### src/hw/rtl/tmv_pkg.sv
package tmv_pkg;

    // Sizing of the name stack and of one packed tag name.
    localparam int MAX_DEPTH    = 16;
    localparam int MAX_NAME_LEN = 9;

    localparam int CHAR_W   = 8;
    localparam int LEN_W    = 4;
    localparam int LETTER_W = 5;
    localparam int NAME_W   = LEN_W + LETTER_W * MAX_NAME_LEN;
    localparam int DEPTH_W  = $clog2(MAX_DEPTH + 1);
    localparam int IDX_W    = (MAX_DEPTH > 1) ? $clog2(MAX_DEPTH) : 1;
    localparam int MI_W     = 4;
    localparam int BR_W     = 2;

    // Characters that steer the parser.
    localparam logic [CHAR_W-1:0] CH_LT     = 8'h3C;
    localparam logic [CHAR_W-1:0] CH_GT     = 8'h3E;
    localparam logic [CHAR_W-1:0] CH_BANG   = 8'h21;
    localparam logic [CHAR_W-1:0] CH_SLASH  = 8'h2F;
    localparam logic [CHAR_W-1:0] CH_A      = 8'h41;
    localparam logic [CHAR_W-1:0] CH_Z      = 8'h5A;
    localparam logic [CHAR_W-1:0] CH_RBRACK = 8'h5D;

    // Index of the final character of the "[CDATA[" header.
    localparam logic [MI_W-1:0] CDATA_LAST = 4'd6;
    // Number of closing brackets that arm the end of a CDATA section.
    localparam logic [BR_W-1:0] BR_FULL    = 2'd2;

    typedef enum logic [7:0] {
        PH_START      = 8'b0000_0001,
        PH_OPEN_NAME  = 8'b0000_0010,
        PH_CONTENT    = 8'b0000_0100,
        PH_LT         = 8'b0000_1000,
        PH_CDATA_HDR  = 8'b0001_0000,
        PH_CDATA_BODY = 8'b0010_0000,
        PH_CLOSE_NAME = 8'b0100_0000,
        PH_DONE       = 8'b1000_0000
    } t_phase;

    typedef struct packed {
        logic depth_overflow;
        logic valid_res;
    } t_result;

    // Expected character of the CDATA header at a given position.
    function automatic logic [CHAR_W-1:0] cdata_char(input logic [2:0] idx);
        logic [CHAR_W-1:0] ch;
        case (idx)
            3'd0:    ch = 8'h5B;
            3'd1:    ch = 8'h43;
            3'd2:    ch = 8'h44;
            3'd3:    ch = 8'h41;
            3'd4:    ch = 8'h54;
            3'd5:    ch = 8'h41;
            default: ch = 8'h5B;
        endcase
        return ch;
    endfunction

    // Appends one letter (0..25) to a packed name and bumps its length.
    function automatic logic [NAME_W-1:0] name_add(input logic [NAME_W-1:0] name,
                                                    input logic [LEN_W-1:0] len,
                                                    input logic [LETTER_W-1:0] letter);
        logic [NAME_W-1:0] res;
        res = name;
        for (int k = 0; k < MAX_NAME_LEN; k++) begin
            if (len == LEN_W'(k)) begin
                res[LEN_W + LETTER_W * k +: LETTER_W] = letter;
            end
        end
        res[LEN_W-1:0] = len + 1'b1;
        return res;
    endfunction

    // Letter at a given position of a packed name.
    function automatic logic [LETTER_W-1:0] name_letter(input logic [NAME_W-1:0] name,
                                                         input logic [MI_W-1:0] pos);
        logic [LETTER_W-1:0] res;
        res = '0;
        for (int k = 0; k < MAX_NAME_LEN; k++) begin
            if (pos == MI_W'(k)) begin
                res = name[LEN_W + LETTER_W * k +: LETTER_W];
            end
        end
        return res;
    endfunction

endpackage

### src/hw/rtl/tmv_name_stack.sv
module tmv_name_stack (
    input  logic                                i_clk,
    input  logic                                i_wr_en,
    input  logic [tmv_pkg::IDX_W-1:0]           i_wr_idx,
    input  logic [tmv_pkg::NAME_W-1:0]          i_wr_name,
    input  logic [tmv_pkg::IDX_W-1:0]           i_rd_idx,
    output logic [tmv_pkg::NAME_W-1:0]          o_rd_name
);

    // Entries hold no reset value; each one is pushed before it is read.
    logic [tmv_pkg::NAME_W-1:0] r_names [tmv_pkg::MAX_DEPTH];

    always_ff @(posedge i_clk) begin
        if (i_wr_en) begin
            r_names[i_wr_idx] <= i_wr_name;
        end
    end

    assign o_rd_name = r_names[i_rd_idx];

endmodule

### src/hw/rtl/tmv_parser.sv
module tmv_parser (
    input  logic                          i_clk,
    input  logic                          i_rst_n,
    input  logic                          i_step,
    input  logic [tmv_pkg::CHAR_W-1:0]    i_char,
    input  logic                          i_last,
    output logic                          o_res_strobe,
    output tmv_pkg::t_result              o_res
);

    tmv_pkg::t_phase                r_phase, n_phase;
    logic [tmv_pkg::DEPTH_W-1:0]    r_depth, n_depth;
    logic [tmv_pkg::NAME_W-1:0]     r_cur, n_cur;
    logic [tmv_pkg::MI_W-1:0]       r_mi, n_mi;
    logic [tmv_pkg::BR_W-1:0]       r_br, n_br;
    logic                           r_err, n_err;
    logic                           r_ovf, n_ovf;

    logic                           push;
    logic                           do_open;
    logic [tmv_pkg::NAME_W-1:0]     cur_base;
    logic [tmv_pkg::LEN_W-1:0]      cur_len;
    logic                           is_upper;
    logic [tmv_pkg::CHAR_W-1:0]     letter_full;
    logic [tmv_pkg::DEPTH_W-1:0]    depth_m1;
    logic [tmv_pkg::NAME_W-1:0]     top_name;
    logic [tmv_pkg::LEN_W-1:0]      top_len;
    logic [tmv_pkg::CHAR_W-1:0]     want_char;

    tmv_name_stack u_stack (
        .i_clk     (i_clk),
        .i_wr_en   (i_step && push),
        .i_wr_idx  (r_depth[tmv_pkg::IDX_W-1:0]),
        .i_wr_name (cur_base),
        .i_rd_idx  (depth_m1[tmv_pkg::IDX_W-1:0]),
        .o_rd_name (top_name)
    );

    // A name that starts right after a '<' in content begins empty.
    assign cur_base    = (r_phase == tmv_pkg::PH_LT) ? '0 : r_cur;
    assign cur_len     = cur_base[tmv_pkg::LEN_W-1:0];
    assign is_upper    = (i_char >= tmv_pkg::CH_A) && (i_char <= tmv_pkg::CH_Z);
    assign letter_full = i_char - tmv_pkg::CH_A;
    assign depth_m1    = r_depth - 1'b1;
    assign top_len     = top_name[tmv_pkg::LEN_W-1:0];
    assign want_char   = tmv_pkg::CHAR_W'(tmv_pkg::name_letter(top_name, r_mi))
                         + tmv_pkg::CH_A;

    always_comb begin
        n_phase = r_phase;
        n_depth = r_depth;
        n_cur   = r_cur;
        n_mi    = r_mi;
        n_br    = r_br;
        n_err   = r_err;
        n_ovf   = r_ovf;
        push    = 1'b0;
        do_open = 1'b0;

        if (!r_err) begin
            unique case (r_phase)
                tmv_pkg::PH_START: begin
                    if (i_char == tmv_pkg::CH_LT) begin
                        n_cur   = '0;
                        n_phase = tmv_pkg::PH_OPEN_NAME;
                    end else begin
                        n_err = 1'b1;
                    end
                end
                tmv_pkg::PH_OPEN_NAME: begin
                    do_open = 1'b1;
                end
                tmv_pkg::PH_CONTENT: begin
                    if (i_char == tmv_pkg::CH_LT) begin
                        n_phase = tmv_pkg::PH_LT;
                    end
                end
                tmv_pkg::PH_LT: begin
                    if (i_char == tmv_pkg::CH_BANG) begin
                        n_mi    = '0;
                        n_phase = tmv_pkg::PH_CDATA_HDR;
                    end else if (i_char == tmv_pkg::CH_SLASH) begin
                        n_mi    = '0;
                        n_phase = tmv_pkg::PH_CLOSE_NAME;
                    end else begin
                        n_cur   = '0;
                        do_open = 1'b1;
                    end
                end
                tmv_pkg::PH_CDATA_HDR: begin
                    if ((r_mi > tmv_pkg::CDATA_LAST) ||
                        (i_char != tmv_pkg::cdata_char(r_mi[2:0]))) begin
                        n_err = 1'b1;
                    end else if (r_mi == tmv_pkg::CDATA_LAST) begin
                        n_br    = '0;
                        n_phase = tmv_pkg::PH_CDATA_BODY;
                    end else begin
                        n_mi = r_mi + 1'b1;
                    end
                end
                tmv_pkg::PH_CDATA_BODY: begin
                    if (i_char == tmv_pkg::CH_RBRACK) begin
                        if (r_br < tmv_pkg::BR_FULL) begin
                            n_br = r_br + 1'b1;
                        end
                    end else if ((i_char == tmv_pkg::CH_GT) && (r_br == tmv_pkg::BR_FULL)) begin
                        n_br    = '0;
                        n_phase = tmv_pkg::PH_CONTENT;
                    end else begin
                        n_br = '0;
                    end
                end
                tmv_pkg::PH_CLOSE_NAME: begin
                    if ((r_depth == '0) ||
                        (r_depth > tmv_pkg::DEPTH_W'(tmv_pkg::MAX_DEPTH))) begin
                        n_err = 1'b1;
                    end else if ((r_mi < tmv_pkg::MI_W'(top_len)) &&
                                 (r_mi < tmv_pkg::MI_W'(tmv_pkg::MAX_NAME_LEN))) begin
                        if (i_char != want_char) begin
                            n_err = 1'b1;
                        end else begin
                            n_mi = r_mi + 1'b1;
                        end
                    end else if (i_char == tmv_pkg::CH_GT) begin
                        n_depth = depth_m1;
                        n_phase = (depth_m1 == '0) ? tmv_pkg::PH_DONE : tmv_pkg::PH_CONTENT;
                    end else begin
                        n_err = 1'b1;
                    end
                end
                tmv_pkg::PH_DONE: begin
                    n_err = 1'b1;
                end
                default: begin
                    n_err = 1'b1;
                end
            endcase

            // Shared handling of one byte of an opening tag name.
            if (do_open) begin
                if (is_upper) begin
                    if (cur_len >= tmv_pkg::LEN_W'(tmv_pkg::MAX_NAME_LEN)) begin
                        n_err = 1'b1;
                    end else begin
                        n_cur   = tmv_pkg::name_add(cur_base, cur_len,
                                                    letter_full[tmv_pkg::LETTER_W-1:0]);
                        n_phase = tmv_pkg::PH_OPEN_NAME;
                    end
                end else if ((i_char == tmv_pkg::CH_GT) && (cur_len != '0)) begin
                    if (r_depth >= tmv_pkg::DEPTH_W'(tmv_pkg::MAX_DEPTH)) begin
                        n_ovf = 1'b1;
                        n_err = 1'b1;
                    end else begin
                        push    = 1'b1;
                        n_depth = r_depth + 1'b1;
                        n_phase = tmv_pkg::PH_CONTENT;
                    end
                end else begin
                    n_err = 1'b1;
                end
            end
        end
    end

    assign o_res_strobe         = i_step && i_last;
    assign o_res.valid_res      = !n_err && (n_phase == tmv_pkg::PH_DONE);
    assign o_res.depth_overflow = n_ovf;

    always_ff @(posedge i_clk) begin
        if (!i_rst_n || (i_step && i_last)) begin
            r_phase <= tmv_pkg::PH_START;
            r_depth <= '0;
            r_cur   <= '0;
            r_mi    <= '0;
            r_br    <= '0;
            r_err   <= 1'b0;
            r_ovf   <= 1'b0;
        end else if (i_step) begin
            r_phase <= n_phase;
            r_depth <= n_depth;
            r_cur   <= n_cur;
            r_mi    <= n_mi;
            r_br    <= n_br;
            r_err   <= n_err;
            r_ovf   <= n_ovf;
        end
    end

`ifndef ASSERT_OFF
    a_depth_bound: assert property (@(posedge i_clk) disable iff (!i_rst_n)
        r_depth <= tmv_pkg::DEPTH_W'(tmv_pkg::MAX_DEPTH))
        else $error("nesting depth past the stack size");

    a_ovf_is_err: assert property (@(posedge i_clk) disable iff (!i_rst_n)
        r_ovf |-> r_err)
        else $error("overflow recorded without the error flag");

    a_done_empty: assert property (@(posedge i_clk) disable iff (!i_rst_n)
        (r_phase == tmv_pkg::PH_DONE) |-> (r_depth == '0))
        else $error("outer tag closed with names left on the stack");

    a_push_room: assert property (@(posedge i_clk) disable iff (!i_rst_n)
        (i_step && push) |-> (r_depth < tmv_pkg::DEPTH_W'(tmv_pkg::MAX_DEPTH)))
        else $error("push into a full name stack");
`endif

endmodule

### src/hw/rtl/tag_markup_validator.sv
// Channel  | Direction | Ports                                 | Word contents (low bit up)
// ---------+-----------+---------------------------------------+-----------------------------
// s (in)   | input     | i_s_tvalid o_s_tready i_s_tdata/tlast | tdata[7:0] character,
//          |           |                                       | tlast = final byte of string
// m (out)  | output    | o_m_tvalid i_m_tready o_m_tdata       | [0] valid_res,
//          |           |                                       | [1] depth_overflow, [7:2] zero
//
// The block takes one character word per clock cycle, except while a final byte waits for a
// stalled output. A word sits in the input register while the parser checks it, comparing
// against the name stack top, and the parser state updates as the word steps on; the result
// of a final byte is loaded into the output register at the same edge as that update.
// Reset is synchronous and active low; it clears the parser and both handshake registers,
// while the name stack keeps whatever it holds. A stalled output stalls only a final byte:
// ordinary bytes of the next string keep flowing while a result waits in the output register.
module tag_markup_validator (
    input  logic       i_clk,
    input  logic       i_rst_n,

    input  logic       i_s_tvalid,
    output logic       o_s_tready,
    input  logic [7:0] i_s_tdata,   // [7:0] character
    input  logic       i_s_tlast,   // last

    output logic       o_m_tvalid,
    input  logic       i_m_tready,
    output logic [7:0] o_m_tdata    // [0] valid_res, [1] depth_overflow, [7:2] zero
);

    // Input register holding one character word.
    logic                        r_in_valid;
    logic [tmv_pkg::CHAR_W-1:0]  r_in_char;
    logic                        r_in_last;

    // Output register holding one result word.
    logic                        r_out_valid;
    tmv_pkg::t_result            r_out_res;

    logic                        step;
    logic                        s_accept;
    logic                        res_strobe;
    tmv_pkg::t_result            res;

    // The held word moves into the parser unless it is a final byte and the result
    // register is still occupied by an untaken result.
    assign step       = r_in_valid && (!r_in_last || !r_out_valid || i_m_tready);
    assign o_s_tready = !r_in_valid || step;
    assign s_accept   = i_s_tvalid && o_s_tready;

    always_ff @(posedge i_clk) begin
        if (!i_rst_n) begin
            r_in_valid <= 1'b0;
        end else if (s_accept) begin
            r_in_valid <= 1'b1;
        end else if (step) begin
            r_in_valid <= 1'b0;
        end
    end

    always_ff @(posedge i_clk) begin
        if (s_accept) begin
            r_in_char <= i_s_tdata;
            r_in_last <= i_s_tlast;
        end
    end

    tmv_parser u_parser (
        .i_clk        (i_clk),
        .i_rst_n      (i_rst_n),
        .i_step       (step),
        .i_char       (r_in_char),
        .i_last       (r_in_last),
        .o_res_strobe (res_strobe),
        .o_res        (res)
    );

    always_ff @(posedge i_clk) begin
        if (!i_rst_n) begin
            r_out_valid <= 1'b0;
        end else if (res_strobe) begin
            r_out_valid <= 1'b1;
        end else if (i_m_tready) begin
            r_out_valid <= 1'b0;
        end
    end

    always_ff @(posedge i_clk) begin
        if (res_strobe) begin
            r_out_res <= res;
        end
    end

    assign o_m_tvalid = r_out_valid;
    assign o_m_tdata  = {6'b0, r_out_res.depth_overflow, r_out_res.valid_res};

`ifndef ASSERT_OFF
    a_no_overwrite: assert property (@(posedge i_clk) disable iff (!i_rst_n)
        (r_out_valid && !i_m_tready) |-> !res_strobe)
        else $error("result written over an untaken result");

    a_hold_input: assert property (@(posedge i_clk) disable iff (!i_rst_n)
        (r_in_valid && !step) |=> (r_in_valid && $stable(r_in_char) && $stable(r_in_last)))
        else $error("held character word lost or changed");

    a_only_last: assert property (@(posedge i_clk) disable iff (!i_rst_n)
        res_strobe |-> (step && r_in_last))
        else $error("result produced for a byte that is not final");
`endif

endmodule

### config.mk
export PLATFORM = sky130hd
export DESIGN_NAME = tag_markup_validator
export DESIGN_NICKNAME = d
export VERILOG_FILES = /design/src/hw/rtl/tmv_pkg.sv /design/src/hw/rtl/tmv_name_stack.sv /design/src/hw/rtl/tmv_parser.sv /design/src/hw/rtl/tag_markup_validator.sv
export SDC_FILE = /design/constraint.sdc
export NUM_CORES = 1
export LEC_CHECK = 0
export BUFFER_PORTS_ARGS = -buffer_cell sky130_fd_sc_hd__buf_2
export CAP_MARGIN = 20
export CORE_MARGIN = 5
export CORE_UTILIZATION = 35
export CTS_CLUSTER_DIAMETER = 40
export DETAILED_ROUTE_END_ITERATION = 6
export GPL_ROUTABILITY_DRIVEN = 0
export HOLD_SLACK_MARGIN = 0.08
export PLACE_DENSITY = 0.53
export SLEW_MARGIN = 20
export SYNTH_ARGS = -nofsm -noshare
export SYNTH_HDL_FRONTEND = slang
export SYNTH_SLANG_ARGS = --single-unit
### constraint.sdc
create_clock -name i_clk -period 10.75 [get_ports i_clk]
set_clock_uncertainty 0.2 [all_clocks]
set_input_delay 1.075 -clock i_clk [delete_from_list [all_inputs] [get_ports i_clk]]
set_output_delay 1.075 -clock i_clk [all_outputs]
set_load 0.02 [all_outputs]
==> metrics.log <==
[metrics] leakage power of the design: 14.8 nW
[metrics] area enclosed by the die boundary: 108000 um^2
[metrics] number of setup violations in the final report: 0
[metrics] crit end category: flip-flop
[metrics] hold bufs inserted after CTS: 0
[metrics] run status: finished, final reports clean
[metrics] number of vias per cell: 5.47
[metrics] power share of the combinational group: 0.6%
[metrics] chip height: 329 um
[metrics] hold-critical path endpoint: u_parser.r_cur[29]
[metrics] Clk Latency, worst-skew pair: 0.69 ns
[metrics] ordered list of cells on the worst path: inv_2, ha_4, buf_12, mux4_2, nand2_1, a32o_1, o31a_1, a2111oi_2, or2_2, ha_1, xor2_1, nor3_1, nand3_1, nor2_1, inv_1, o32ai_4, a41o_4, mux2i_1
[metrics] Crit Path Max Fanout: 105
[metrics] Hold WS: 0.292 ns
[metrics] net switching power of the design: 1.61 mW
[metrics] CORE AREA: 101000 um^2
[metrics] top-level I/O count: 23
[metrics] width of the chip: 329 um
[metrics] per-instance average area after synthesis: 17.7 um^2
[metrics] unrepaired setup endpoints after global routing: no
[metrics] HP Class: reg2reg
[metrics] cts bufs inserted: 119
[metrics] met2 Use GR: 29.0%
[metrics] sequential share of the synthesized area: 71.2%
[metrics] EDFF count, synth: 795
[metrics] clock tree from TritonCTS: yes
[metrics] global routing met3 resource utilization: 2.85%
[metrics] sequential group share of total power: 46.3%
[metrics] dominant combinational cell family by area after synthesis: multiplexers
[metrics] GRT Residual Overflow: 0
[metrics] largest incremental delay on the critical path: 0.82 ns
[metrics] number of input and output port buffers inserted: 16
[metrics] vias in the first global route: 19.7k
[metrics] starting density of the core: 35.1%
[metrics] Worst Max-Slew Pin Slew: 1.06 ns
[metrics] Placement Rows: 117
[metrics] most frequent standard cell in the layout excluding fill and tap cells: sky130_fd_sc_hd__edfxtp_1
[metrics] global-route layer with the greatest usage: met2
[metrics] cell family with the largest share of critical-path delay: compound AO/OA/AOI/OAI gates
[metrics] synthesis-to-finish area growth: 16.5%
[metrics] footprint of the multi-input gates: 9600 um^2
[metrics] Filler cells: 9047
[metrics] synthesis warning total: 0
[metrics] most frequently used flop master after synthesis: sky130_fd_sc_hd__edfxtp_1
[metrics] Antenna Nets Post-Route: 0
[metrics] all-layer global routing usage: 17.5%
[metrics] hold path startpoint: u_parser.r_cur[29]
[metrics] largest net degree at the start of global routing: 106
[metrics] Setup Crit Path Kind: reg2reg
[metrics] first-pass GRT wire length: 138000 um
[metrics] number of DRC violations after detailed routing: 0
[metrics] detailed-router iteration count before antenna repair: 6
[metrics] post-detailed-routing wire length: 95900 um
[metrics] number of resized instances in the post-cts repair step: 0
[metrics] Pint: 6.25 mW
[metrics] time the final worst path needs with I/O delays and setup: 6.28 ns
[metrics] Power Density: 190 nW/um^2
[metrics] distinct cell type count of the synthesized netlist: 91
[metrics] clock network power share: 53.2%
[metrics] commonest non-fill, non-tap cells in the layout: 795 x sky130_fd_sc_hd__edfxtp_1, 204 x sky130_fd_sc_hd__mux4_2, 170 x sky130_fd_sc_hd__nand2_1, 121 x sky130_fd_sc_hd__clkbuf_16, 89 x sky130_fd_sc_hd__nor2_1
[metrics] Pins Over Slew Limit: 0
[metrics] maximum root-to-sink buffer count: 3
[metrics] Crit-path slowest cell: sky130_fd_sc_hd__ha_4
[metrics] post-synthesis instance area: 35600 um^2
[metrics] register bit count reported by yosys: 867
[metrics] net switching fraction of the power: 20.5%
[metrics] share of cell area taken by muxes after synthesis: 13.9%
[metrics] Buffers & Inverters on Critical Path: 3
[metrics] ranking of synthesized cells by area: sky130_fd_sc_hd__edfxtp_1 67%, sky130_fd_sc_hd__mux4_2 13%, sky130_fd_sc_hd__dfxtp_1 4.1%, sky130_fd_sc_hd__nand2_1 1.8%, sky130_fd_sc_hd__and2_1 1.3%
[metrics] depth of the most critical reg-to-reg path: 18
[metrics] total of max-cap violations: 0
[metrics] Highest Clock Rate: 0.159 GHz
[metrics] setup bufs post-CTS: 0
[metrics] Total Nets Final: 2117
[metrics] Critical Path AT: 6.70 ns
[metrics] fraction of the mapped netlist area in simple logic gates: 6.57%
[metrics] Final HPWL DP: 51500 um
[metrics] period utilisation layout: 58.4%
[metrics] Hold Path Depth: 2
[metrics] met1 track demand over resource in global routing: 24.0%
[metrics] routed wire length per instance: 27.0 um
[metrics] post-synth top area share: 67.1%
[metrics] fraction of layout instances using a drive strength above 1: 23.4%
[metrics] Detailed Route Iter0 Violations: 2021
[metrics] worst IR drop on VDD: 0.118 mV
[metrics] fraction of the mapped netlist area in compound gates: 4.85%
[metrics] register clock-pin slew on the reported worst setup and hold paths: 0.06 ns
[metrics] r2r setup slk: 4.47 ns
[metrics] area taken by flip-flops and latches: 25300 um^2
[metrics] Post-Synth XOR/XNOR Area: 0.471%
[metrics] startpoint of the worst register-to-register path: u_parser.r_depth[0]
[metrics] Max-slew headroom: 29.5%
[metrics] Worst R2R End: u_parser.r_mi[0]
[metrics] Post-synth ARST share: 0%
[metrics] required time at the endpoint of the critical path: 11.16 ns
[metrics] H-tree lvl count: 3
[metrics] number of hold violations in the final report: 0
[metrics] antenna violations before repair: 1
[metrics] total number of vias: 19.4k
[metrics] post-synthesis cell type with the largest combined area: sky130_fd_sc_hd__edfxtp_1
[metrics] clock root cell: sky130_fd_sc_hd__clkbuf_16
[metrics] number of instances in the synthesized netlist: 2009
[metrics] startpoint class of the critical path: flip-flop
[metrics] Total Neg Setup Slack: 0 ns
[metrics] adder and majority gate portion of the synthesized area: 0.879%
[metrics] CTS sink cnt: 867
[per-stage QoR]
stage	area [um^2]	instances	worst slack (ns)	util, %	power (mW)
after detailed placement	37100	3326	4.37	36.6	3.75
after CTS	41400	3553	4.34	40.9	7.93
after global placement	37100	3326	4.35	36.6	3.75
after floorplan	35600	2014	4.92	-	3.73
after global routing	41400	3553	4.13	40.9	8.08
final	41400	3554	4.47	40.9	7.86
[logic make-up after synthesis]
kind of cell	after synthesis
other	1
multiplexers	240
buffers and inverters	133
AO/OA/AOI/OAI	247
AND/OR/NAND/NOR	479
adder cells (fa/ha/maj)	25
XOR/XNOR	17
flip-flops	867
[worst register-to-register path: stages, from the launching register on]
cell and delay (ns):
sky130_fd_sc_hd__dfxtp_4 0.73, sky130_fd_sc_hd__inv_2 0.32, sky130_fd_sc_hd__ha_4 0.83, sky130_fd_sc_hd__buf_12 0.54
sky130_fd_sc_hd__mux4_2 0.48, sky130_fd_sc_hd__nand2_1 0.06, sky130_fd_sc_hd__a32o_1 0.31, sky130_fd_sc_hd__o31a_1 0.31
sky130_fd_sc_hd__a2111oi_2 0.49, sky130_fd_sc_hd__or2_2 0.21, sky130_fd_sc_hd__ha_1 0.23, sky130_fd_sc_hd__xor2_1 0.17
sky130_fd_sc_hd__nor3_1 0.17, sky130_fd_sc_hd__nand3_1 0.10, sky130_fd_sc_hd__nor2_1 0.16, sky130_fd_sc_hd__inv_1 0.09
sky130_fd_sc_hd__o32ai_4 0.35, sky130_fd_sc_hd__a41o_4 0.29, sky130_fd_sc_hd__mux2i_1 0.19
[registers in the layout, indices dropped and copies added, names as in the netlist]
signal and flops:
r_in_valid 1, r_in_last 1, o_m_tvalid 1, u_parser.r_depth 5, u_parser.r_phase 8, u_parser.r_cur 49, r_in_char 8, u_parser.r_ovf 1
u_parser.r_err 1, u_parser.u_stack.r_names 784, u_parser.r_mi 4, o_m_tdata 2, u_parser.r_br 2
[cell usage after synthesis (all sizes together), types with 4 or more instances]
library cell	number
nand3b	6
inv	27
a2111oi	4
o221ai	4
dfxtp	72
nand4	8
nor2b	6
a21o	5
xnor2	9
xor2	8
a22oi	52
or3	4
ha	25
o22ai	6
nand3	45
buf	75
edfxtp	795
o31ai	5
mux2i	34
or2	6
o31a	4
a21oi	45
a32oi	8
nor4	6
nor3	24
nand2b	4
o21ai	59
and3	10
nand2	172
a31oi	16
o211ai	4
and2	77
mux4	204
nor2	91
nor3b	8
clkbuf	31
[power by group through the flow]
stage                     combinational (mW)  clock, mW  sequential (mW)
after global routing                  0.0470       4.40             3.63
after floorplan                       0.0314          0             3.70
after global placement                0.0429          0             3.71
after detailed placement              0.0432          0             3.71
after CTS                             0.0435       4.25             3.64
final                                 0.0444       4.18             3.64
[per-layer routing]
metal | wire length (um) | up-vias
li1 | - | 8244
met1 | 41000 | 10300
met2 | 47000 | 698
met3 | 5430 | 178
met4 | 2500 | 0
met5 | 0 | -
[area by class of cell]
cell class              instances  share of cell area, %
inverters                      27                  0.245
clock inverters                92                   2.97
multi-input cells            1014                   23.2
diodes                          1                0.00604
flip-flops and latches        867                   61.1
well taps                    1368                   4.13
repair buffers                 50                  0.870
clock buffers                 135                   7.48
[worst max-delay path by stage]
| stage | startpoint | endpoint | depth (start not counted) |
|---|---|---|---|
| after floorplan | u_parser.r_depth[0] | u_parser.r_mi[0] | 25 |
| after global placement | u_parser.r_depth[0] | u_parser.r_mi[1] | 19 |
| after detailed placement | u_parser.r_depth[0] | u_parser.r_mi[1] | 19 |
| after CTS | u_parser.r_depth[0] | u_parser.r_mi[0] | 19 |
| after global routing | u_parser.r_depth[0] | u_parser.r_mi[0] | 15 |
| final | u_parser.r_depth[0] | u_parser.r_mi[0] | 18 |
(Power assumes the default switching activity.)
